===== src/design/ced_pkg.sv =====
// ----------------------------------------------------------------------------
// ced_pkg
// Shared types and constants of the C escape character decoder.
// ----------------------------------------------------------------------------
package ced_pkg;

  localparam int QUEUE_DEPTH_DEF = 2;
  localparam int RES_DEPTH       = 4;
  localparam int RES_PW          = 2;
  localparam int RES_CW          = 3;

  typedef enum logic [2:0] {
    MODE_IDLE   = 3'd0,
    MODE_ESC    = 3'd1,
    MODE_HEX1   = 3'd2,
    MODE_HEXRUN = 3'd3,
    MODE_OCTRUN = 3'd4
  } mode_t;

  typedef enum logic [1:0] {
    ST_OK     = 2'd0,
    ST_EMPTY  = 2'd1,
    ST_NO_HEX = 2'd2,
    ST_RANGE  = 2'd3
  } status_t;

  localparam logic [7:0] CH_BEL   = 8'h07;
  localparam logic [7:0] CH_BS    = 8'h08;
  localparam logic [7:0] CH_FF    = 8'h0C;
  localparam logic [7:0] CH_LF    = 8'h0A;
  localparam logic [7:0] CH_CR    = 8'h0D;
  localparam logic [7:0] CH_TAB   = 8'h09;
  localparam logic [7:0] CH_VT    = 8'h0B;
  localparam logic [7:0] CH_SLASH = 8'h5C;
  localparam logic [7:0] CH_MAX   = 8'h7F;

  typedef struct packed {
    logic [7:0] byte_val;
    logic       is_zero;
    logic       is_bslash;
    logic       is_x;
    logic       hex_ok;
    logic [3:0] hex_val;
    logic       oct_ok;
    logic       esc_simple;
    logic [7:0] esc_char;
  } item_t;

  typedef struct packed {
    logic [7:0] ch;
    status_t    st;
    logic [7:0] used;
    logic       last;
  } result_t;

endpackage


===== src/design/ced_front.sv =====
// ----------------------------------------------------------------------------
// ced_front
// Input stage: registers each text byte and classifies it for the parser.
// ----------------------------------------------------------------------------
module ced_front
  import ced_pkg::*;
(
  input  logic       clk,
  input  logic       rst,
  input  logic       in_valid,
  output logic       in_stall,
  input  logic [7:0] text_byte,
  output logic       f_valid,
  output item_t      f_item,
  input  logic       q_ready
);

  item_t cls;
  logic  load;

  always_comb begin
    cls            = '0;
    cls.byte_val   = text_byte;
    cls.is_zero    = (text_byte == 8'h00);
    cls.is_bslash  = (text_byte == CH_SLASH);
    cls.is_x       = (text_byte == "x");
    cls.oct_ok     = (text_byte >= "0") && (text_byte <= "7");
    cls.esc_simple = 1'b1;
    if ((text_byte >= "0") && (text_byte <= "9")) begin
      cls.hex_ok  = 1'b1;
      cls.hex_val = text_byte[3:0];
    end else if (((text_byte >= "a") && (text_byte <= "f")) ||
                 ((text_byte >= "A") && (text_byte <= "F"))) begin
      cls.hex_ok  = 1'b1;
      cls.hex_val = text_byte[3:0] + 4'd9;
    end
    case (text_byte)
      "a":      cls.esc_char = CH_BEL;
      "b":      cls.esc_char = CH_BS;
      "f":      cls.esc_char = CH_FF;
      "n":      cls.esc_char = CH_LF;
      "r":      cls.esc_char = CH_CR;
      "t":      cls.esc_char = CH_TAB;
      "v":      cls.esc_char = CH_VT;
      default:  cls.esc_char = text_byte;
    endcase
    if (cls.is_x || cls.oct_ok) begin
      cls.esc_simple = 1'b0;
    end
  end

  assign in_stall = f_valid && !q_ready;
  assign load     = !in_stall;

  always_ff @(posedge clk) begin
    if (rst) begin
      f_valid <= 1'b0;
    end else if (load) begin
      f_valid <= in_valid;
    end
  end

  always_ff @(posedge clk) begin
    if (load && in_valid) begin
      f_item <= cls;
    end
  end

endmodule


===== src/design/ced_queue.sv =====
// ----------------------------------------------------------------------------
// ced_queue
// Short queue of classified bytes between the input stage and the parser.
// ----------------------------------------------------------------------------
module ced_queue
  import ced_pkg::*;
#(
  parameter int DEPTH = QUEUE_DEPTH_DEF
) (
  input  logic  clk,
  input  logic  rst,
  input  logic  push,
  input  item_t push_item,
  output logic  ready,
  output logic  q_valid,
  output item_t q_item,
  input  logic  pop
);

  localparam int PW = (DEPTH > 1) ? $clog2(DEPTH) : 1;
  localparam int CW = $clog2(DEPTH + 1);
  localparam logic [PW-1:0] LAST_PTR = PW'(DEPTH - 1);

  item_t         entries [DEPTH];
  logic [PW-1:0] wr_ptr;
  logic [PW-1:0] rd_ptr;
  logic [CW-1:0] count;
  logic          do_push;
  logic          do_pop;

  assign ready   = (count != CW'(DEPTH));
  assign q_valid = (count != '0);
  assign q_item  = entries[rd_ptr];
  assign do_push = push && ready;
  assign do_pop  = pop && q_valid;

  always_ff @(posedge clk) begin
    if (rst) begin
      wr_ptr <= '0;
      rd_ptr <= '0;
      count  <= '0;
    end else begin
      if (do_push) begin
        wr_ptr <= (wr_ptr == LAST_PTR) ? '0 : wr_ptr + 1'b1;
      end
      if (do_pop) begin
        rd_ptr <= (rd_ptr == LAST_PTR) ? '0 : rd_ptr + 1'b1;
      end
      if (do_push && !do_pop) begin
        count <= count + 1'b1;
      end else if (!do_push && do_pop) begin
        count <= count - 1'b1;
      end
    end
  end

  always_ff @(posedge clk) begin
    if (do_push) begin
      entries[wr_ptr] <= push_item;
    end
  end

endmodule


===== src/design/ced_back.sv =====
// ----------------------------------------------------------------------------
// ced_back
// Parser: tracks the escape mode, accumulates digit runs and queues results.
// ----------------------------------------------------------------------------
module ced_back
  import ced_pkg::*;
(
  input  logic              clk,
  input  logic              rst,
  input  logic              q_valid,
  input  item_t             q_item,
  output logic              pop,
  output logic              out_valid,
  input  logic              out_stall,
  output logic signed [7:0] decoded_char,
  output logic [1:0]        status,
  output logic [7:0]        bytes_used,
  output logic              last_of_run
);

  mode_t             mode;
  mode_t             mode_next;
  logic [7:0]        digit_value;
  logic [7:0]        digit_value_next;
  logic              value_overflowed;
  logic              value_overflowed_next;
  logic [7:0]        byte_count;
  logic [7:0]        byte_count_next;

  result_t           res_mem [RES_DEPTH];
  logic [RES_PW-1:0] wr_ptr;
  logic [RES_PW-1:0] rd_ptr;
  logic [RES_CW-1:0] res_count;

  mode_t             idle_mode;
  logic              digit_ok;
  logic [11:0]       shifted;
  logic [11:0]       acc;
  logic [7:0]        count_inc;
  logic              do_idle;
  logic              pre_v;
  logic              idle_v;
  result_t           pre_r;
  result_t           idle_r;
  result_t           slot0;
  result_t           slot1;
  logic [1:0]        n_write;
  logic              take;

  assign pop  = q_valid && (res_count <= RES_CW'(RES_DEPTH - 2));
  assign take = out_valid && !out_stall;

  assign idle_mode = q_item.is_bslash ? MODE_ESC : MODE_IDLE;
  assign digit_ok  = (mode == MODE_HEXRUN) ? q_item.hex_ok : q_item.oct_ok;
  assign shifted   = (mode == MODE_HEXRUN) ? {digit_value, 4'h0} : {1'b0, digit_value, 3'h0};
  assign acc       = shifted + {8'h00, q_item.hex_val};
  assign count_inc = (byte_count == 8'hFF) ? byte_count : byte_count + 8'd1;

  always_comb begin
    case (mode)
      MODE_ESC: begin
        if (q_item.is_x) begin
          mode_next = MODE_HEX1;
        end else if (q_item.oct_ok) begin
          mode_next = MODE_OCTRUN;
        end else begin
          mode_next = MODE_IDLE;
        end
      end
      MODE_HEX1:   mode_next = q_item.hex_ok ? MODE_HEXRUN : idle_mode;
      MODE_HEXRUN: mode_next = q_item.hex_ok ? MODE_HEXRUN : idle_mode;
      MODE_OCTRUN: mode_next = q_item.oct_ok ? MODE_OCTRUN : idle_mode;
      default:     mode_next = idle_mode;
    endcase
  end

  always_comb begin
    digit_value_next      = digit_value;
    value_overflowed_next = value_overflowed;
    byte_count_next       = byte_count;
    do_idle               = 1'b0;
    pre_v                 = 1'b0;
    pre_r                 = '0;
    case (mode)
      MODE_ESC: begin
        if (q_item.is_x) begin
          byte_count_next = 8'd2;
        end else if (q_item.oct_ok) begin
          digit_value_next      = {4'h0, q_item.hex_val};
          value_overflowed_next = 1'b0;
          byte_count_next       = 8'd2;
        end else begin
          pre_v            = 1'b1;
          pre_r.ch         = q_item.esc_char;
          pre_r.st         = ST_OK;
          pre_r.used       = 8'd2;
          digit_value_next = 8'h00;
          byte_count_next  = 8'h00;
        end
      end
      MODE_HEX1: begin
        if (q_item.hex_ok) begin
          digit_value_next      = {4'h0, q_item.hex_val};
          value_overflowed_next = 1'b0;
          byte_count_next       = 8'd3;
        end else begin
          pre_v      = 1'b1;
          pre_r.st   = ST_NO_HEX;
          do_idle    = 1'b1;
        end
      end
      MODE_HEXRUN, MODE_OCTRUN: begin
        if (digit_ok) begin
          digit_value_next      = acc[7:0];
          value_overflowed_next = value_overflowed || (acc[11:8] != 4'h0);
          byte_count_next       = count_inc;
        end else begin
          pre_v      = 1'b1;
          pre_r.ch   = value_overflowed ? CH_MAX : digit_value;
          pre_r.st   = value_overflowed ? ST_RANGE : ST_OK;
          pre_r.used = byte_count;
          do_idle    = 1'b1;
        end
      end
      default: do_idle = 1'b1;
    endcase

    idle_r = '0;
    if (q_item.is_zero) begin
      idle_r.st = ST_EMPTY;
    end else begin
      idle_r.ch   = q_item.byte_val;
      idle_r.st   = ST_OK;
      idle_r.used = 8'd1;
    end
    idle_v = do_idle && !q_item.is_bslash;
    if (do_idle) begin
      digit_value_next      = 8'h00;
      value_overflowed_next = 1'b0;
      byte_count_next       = q_item.is_bslash ? 8'd1 : 8'd0;
    end

    slot0      = pre_v ? pre_r : idle_r;
    slot0.last = !(pre_v && idle_v);
    slot1      = idle_r;
    slot1.last = 1'b1;
    n_write    = {1'b0, pre_v} + {1'b0, idle_v};
  end

  always_ff @(posedge clk) begin
    if (rst) begin
      mode             <= MODE_IDLE;
      digit_value      <= 8'h00;
      value_overflowed <= 1'b0;
      byte_count       <= 8'h00;
    end else if (pop) begin
      mode             <= mode_next;
      digit_value      <= digit_value_next;
      value_overflowed <= value_overflowed_next;
      byte_count       <= byte_count_next;
    end
  end

  always_ff @(posedge clk) begin
    if (rst) begin
      wr_ptr    <= '0;
      rd_ptr    <= '0;
      res_count <= '0;
    end else begin
      if (pop) begin
        wr_ptr <= wr_ptr + RES_PW'(n_write);
      end
      if (take) begin
        rd_ptr <= rd_ptr + 1'b1;
      end
      res_count <= res_count + (pop ? RES_CW'(n_write) : '0) - RES_CW'(take);
    end
  end

  always_ff @(posedge clk) begin
    if (pop && (n_write != 2'd0)) begin
      res_mem[wr_ptr] <= slot0;
    end
    if (pop && (n_write == 2'd2)) begin
      res_mem[wr_ptr + 1'b1] <= slot1;
    end
  end

  assign out_valid    = (res_count != '0);
  assign decoded_char = $signed(res_mem[rd_ptr].ch);
  assign status       = res_mem[rd_ptr].st;
  assign bytes_used   = res_mem[rd_ptr].used;
  assign last_of_run  = res_mem[rd_ptr].last;

endmodule


===== src/design/c_escape_char_decoder_top.sv =====
// ----------------------------------------------------------------------------
// c_escape_char_decoder_top
// Streaming decoder of C character escapes, one text byte per transfer.
// ----------------------------------------------------------------------------
// Accepts one text byte per cycle and returns one decoded character per
// cycle while neither side stalls. Most bytes give zero or one result. A
// byte that ends a digit run (or a non-hex byte after x) gives two, unless
// that byte is a backslash. Those two leave the result port one after the
// other, which is what sets the sustained rate: one byte per cycle while
// results average one per byte or fewer. A byte passes the input register,
// the classified-byte queue and the parser, which writes its results to a
// four-entry result buffer; its first result is offered from there. The
// queue and the result buffer let either side stall independently.
module c_escape_char_decoder_top
  import ced_pkg::*;
#(
  parameter int QUEUE_DEPTH = QUEUE_DEPTH_DEF
) (
  input  logic              clk,
  input  logic              rst,
  input  logic              in_valid,
  output logic              in_stall,
  input  logic [7:0]        text_byte,
  output logic              out_valid,
  input  logic              out_stall,
  output logic signed [7:0] decoded_char,
  output logic [1:0]        status,
  output logic [7:0]        bytes_used,
  output logic              last_of_run
);

  logic  f_valid;
  item_t f_item;
  logic  q_ready;
  logic  q_valid;
  item_t q_item;
  logic  pop;

  ced_front u_front (
    .clk       (clk),
    .rst       (rst),
    .in_valid  (in_valid),
    .in_stall  (in_stall),
    .text_byte (text_byte),
    .f_valid   (f_valid),
    .f_item    (f_item),
    .q_ready   (q_ready)
  );

  ced_queue #(
    .DEPTH (QUEUE_DEPTH)
  ) u_queue (
    .clk       (clk),
    .rst       (rst),
    .push      (f_valid),
    .push_item (f_item),
    .ready     (q_ready),
    .q_valid   (q_valid),
    .q_item    (q_item),
    .pop       (pop)
  );

  ced_back u_back (
    .clk          (clk),
    .rst          (rst),
    .q_valid      (q_valid),
    .q_item       (q_item),
    .pop          (pop),
    .out_valid    (out_valid),
    .out_stall    (out_stall),
    .decoded_char (decoded_char),
    .status       (status),
    .bytes_used   (bytes_used),
    .last_of_run  (last_of_run)
  );

endmodule


===== config.mk =====
export PLATFORM = sky130hd
export DESIGN_NAME = c_escape_char_decoder_top
export DESIGN_NICKNAME = d
export VERILOG_FILES = /design/src/design/ced_pkg.sv /design/src/design/ced_front.sv /design/src/design/ced_queue.sv /design/src/design/ced_back.sv /design/src/design/c_escape_char_decoder_top.sv
export SDC_FILE = /design/constraint.sdc
export NUM_CORES = 1
export LEC_CHECK = 0
export BUFFER_PORTS_ARGS = -buffer_cell sky130_fd_sc_hd__buf_2
export CORE_ASPECT_RATIO = 1.4
export CORE_UTILIZATION = 63
export CTS_BUF_LIST = sky130_fd_sc_hd__clkbuf_4 sky130_fd_sc_hd__clkbuf_8 sky130_fd_sc_hd__clkbuf_16
export CTS_CLUSTER_DIAMETER = 80
export DETAILED_ROUTE_END_ITERATION = 16
export GPL_TIMING_DRIVEN = 0
export PLACE_DENSITY_LB_ADDON = 0.1
export SLEW_MARGIN = 10
export SYNTH_ARGS = -nofsm -noshare
export SYNTH_HDL_FRONTEND = slang
export SYNTH_SLANG_ARGS = --single-unit

===== constraint.sdc =====
create_clock -name clk -period 8.7 [get_ports clk]
set_input_delay 1.305 -clock clk [delete_from_list [all_inputs] [get_ports clk]]
set_output_delay 1.305 -clock clk [all_outputs]
set_load 0.1 [all_outputs]

==> results.py <==
metrics = {
    "floorplan": {
        "fp-row-count": 50,
        "die_area_sq_mm": 0.0141,
        "die_w_um": 101,
        "initial_core_util": 0.646,
        "core_sq_mm": 0.0133,
        "chipHeight_um": 140,
        "pin_count": 33,
    },
    "worst_setup_path": {
        "end_kind": "flop",
        "start_kind": "flop",
        "cp_slowest_cell": "mux2i_1",
        "reg2reg_to": "u_back.res_mem[0][12]$_DFFE_PP_",
        "path_depth": 11,
        "crit_arrival_ns": 4.74,
        "crit_path_max_fanout": 11,
        "cpLargestDelayFamily": "buffers and inverters",
        "critical_path_buf_inv_count": 5,
        "reg2reg_slack_ns": 4.03,
        "max_stage_delay_ns": 0.59,
        "worst-setup-path-type": "flop to flop",
        "path_cells": "buf_2 > mux2i_1 > a21oi_1 > o31ai_1 > buf_2 > ha_1 > clkbuf_1 > nand4_1 > and2_1 > clkbuf_1 > inv_1",
        "crit_required_ns": 8.77,
        "reg2reg_depth": 11,
    },
    "grt": {
        "grt_use_total": 0.310,
        "grt_remaining_overflow": 0,
        "grt_pass1_vias": 6292,
        "antenna_found_initial": 0,
        "grt_start_max_net_pins": 26,
        "grt_pass1_wl_um": 32900,
    },
    "yosys": {
        "netlist_top_cells_count": "edfxtp_1, dfxtp_1, o22ai_1",
        "synth_edf_count": 115,
        "synth.avg_cell_area_sq_um": 11.9,
        "synth_area_leader_cell": "edfxtp_1",
        "synth_top_area_frac": 0.401,
        "synth_fp_nets": 749,
        "syn-cell-area_sq_mm": 0.00861,
        "synth_seq_area_share": 0.566,
        "netlist_instances": 722,
        "synth_cell_types": 73,
        "ys.flop_type": "edfxtp_1",
        "synthTopCellsByArea": "edfxtp_1, dfxtp_1, mux4_2",
        "synth_seq_cells": 186,
        "synth_warnings": 0,
        "async_reset_ff_frac": 0,
        "yosysMostFrequentCell": "edfxtp_1",
    },
    "sta": {
        "max_freq_ghz": 0.214,
        "timing.final.crit_share": 0.536,
        "fin_skew_ns": 0.0131,
        "setup_viol": 0,
        "max_slew.worst_pin.slew_ns": 0.903,
        "drv_slew": 0,
        "min_period_ns": 4.67,
        "tns_ns": 0,
        "relSlewSlack": 0.398,
        "rsz0062_at_grt": "no",
        "hold_violations": 0,
    },
    "route": {
        "wl_per_cell_um": 21.4,
        "drt_iter0_drc": 559,
        "wirelength_um": 20700,
        "drc_errors": 0,
        "dr.pass1.iters": 5,
        "drt-vias-per-instance": 6.55,
        "ant_nets": 0,
        "num_vias": 6343,
    },
    "power_and_ir_drop": {
        "pwr-share-clk": 0.284,
        "swShare": 0.377,
        "powerDensity_mw_per_mm2": 277,
        "max-vdd-ir-drop_uv": 218,
        "p_leak_uw": 0.00320,
        "p_seq_frac": 0.404,
        "p_switching_uw": 1000,
        "combPwrFrac": 0.312,
        "internal_power_uw": 1660,
    },
    "layout": {
        "num_antenna_cells": 0,
        "design_area_sq_mm": 0.00961,
        "fillerInstances": 948,
        "final_nets": 800,
        "drive_above_1_share": 0.158,
        "synthToLayoutAreaGrowth_pct": 11.6,
    },
    "clock_network": {
        "cts_tree": "built",
        "cts.path.max_buffers": 2,
        "clk_pin_slew_worst_paths_ns": 0.08,
        "clock_latency_ns": 0.44,
        "clockRootBuffer": "clkbuf_16",
        "cts_hold_buf": 0,
        "cts.sinks": 186,
        "htreeDepth": 4,
        "ctsResizeCount": 0,
        "post_cts_buffers": 0,
        "numCtsBuffers": 17,
    },
    "placed_design": {
        "dpl_cell_area_sq_mm": 0.00901,
        "routabilityCongestion": 0.967,
        "io_buffer_count": 31,
        "dpl.hpwl_um": 14300,
    },
    "worst_hold_path": {
        "hp-class": "flop to flop",
        "whs_endpoint": "u_queue.entries[0][21]$_DFFE_PP_",
        "min_from": "u_front.f_item[21]$_DFFE_PP_",
        "holdPathStages": 0,
    },
    "run_status": {
        "status": "complete, no violations",
    },
    "flow_run": {
        "maxCapViolations": 0,
    },
}
[logic make-up after synthesis]
family | count (synthesis) | share of synthesized area
buffers and inverters | 80 | 0.0378
adder cells (fa/ha/maj) | 15 | 0.0227
multiplexers | 43 | 0.0788
AO/OA/AOI/OAI | 216 | 0.180
flip-flops | 186 | 0.566
XOR/XNOR | 10 | 0.0102
AND/OR/NAND/NOR | 172 | 0.104
[layout make-up]
cell class	count	area, sq um	area share
repair buffers	32	170	0.0177
flip-flops and latches	186	4870	0.507
multi-input cells	456	3430	0.357
well taps	182	228	0.0237
plain buffers	54	228	0.0237
clock buffers	17	425	0.0443
clock inverters	15	159	0.0165
inverters	26	97.6	0.0102
[metal layers]
metal	vias to the layer above	routed length [um]	GRT usage
li1	2925	-	-
met1	3069	7900	0.368
met2	296	10900	0.547
met3	53	1280	0.0584
met4	0	572	0.128
met5	-	0	0
[registers in the layout (all words and copies together) (netlist names), 2 cells and up, named ones only]
signal,count
u_back.digit_value,8
u_front.f_item,25
u_back.res_mem,76
u_back.rd_ptr,2
u_queue.count,2
u_queue.entries,50
u_back.byte_count,8
u_back.mode,3
u_back.res_count,3
u_back.wr_ptr,2
[worst max-delay path by stage]
| stage | startpoint | end |
|---|---|---|
| 2_1_floorplan | flop | bytes_used[7] |
| 3_3_place_gp | flop | u_back.res_mem[0][11]$_DFFE_PP_ |
| 4_1_cts | flop | u_back.res_mem[0][12]$_DFFE_PP_ |
| 3_5_place_dp | flop | u_back.res_mem[0][13]$_DFFE_PP_ |
| 6_report | flop | u_back.res_mem[0][12]$_DFFE_PP_ |
| 5_1_grt | flop | u_back.res_mem[0][12]$_DFFE_PP_ |
[worst register-to-register path, cell delays in order, from the launching register on]
cell and delay (ns):
dfxtp_1 0.30, buf_2 0.22, mux2i_1 0.59, a21oi_1 0.15
o31ai_1 0.50, buf_2 0.32, ha_1 0.17, clkbuf_1 0.38
nand4_1 0.58, and2_1 0.38, clkbuf_1 0.24, inv_1 0.47
[layout by cell type, fill, tap and decap left out, types with 9 or more instances in the layout]
cell | Yosys | layout
dfxtp_1 | 71 | 71
clkbuf_1 | 40 | 40
a22oi_1 | 11 | 11
mux2i_1 | 16 | 16
clkbuf_16 | 0 | 17
nor2_1 | 39 | 38
nand3_1 | 12 | 12
ha_1 | 14 | 14
o21ai_0 | 28 | 28
nor3_1 | 15 | 15
nand4_1 | 9 | 9
a21oi_1 | 31 | 31
mux4_2 | 19 | 19
inv_1 | 22 | 22
buf_2 | 8 | 39
nand2_1 | 37 | 37
o22ai_1 | 43 | 43
edfxtp_1 | 115 | 115
or3_1 | 10 | 10
o2bb2ai_1 | 30 | 30
[metrics by stage]
step                instances  worst slack (ns)  power, uW  hold slack, ns  utilization
floorplan                 722              5.41       1730           0.421            -
global placement          935              4.19       1890           0.424        0.675
detailed placement        936              4.18       1910           0.430        0.677
CTS                       968              4.12       2660           0.447        0.720
global route              968              3.84       2770           0.452        0.721
finish                    968              4.03       2660           0.451        0.721
[power groups by stage]
stage          clock network (uW)  registers, uW  logic (uW)
3_3_place_gp                    0           1090         799
6_report                      756           1080         830
2_1_floorplan                   0           1080         656
4_1_cts                       762           1080         825
3_5_place_dp                    0           1090         820
5_1_grt                       795           1080         887
(Power assumes the default switching activity.)
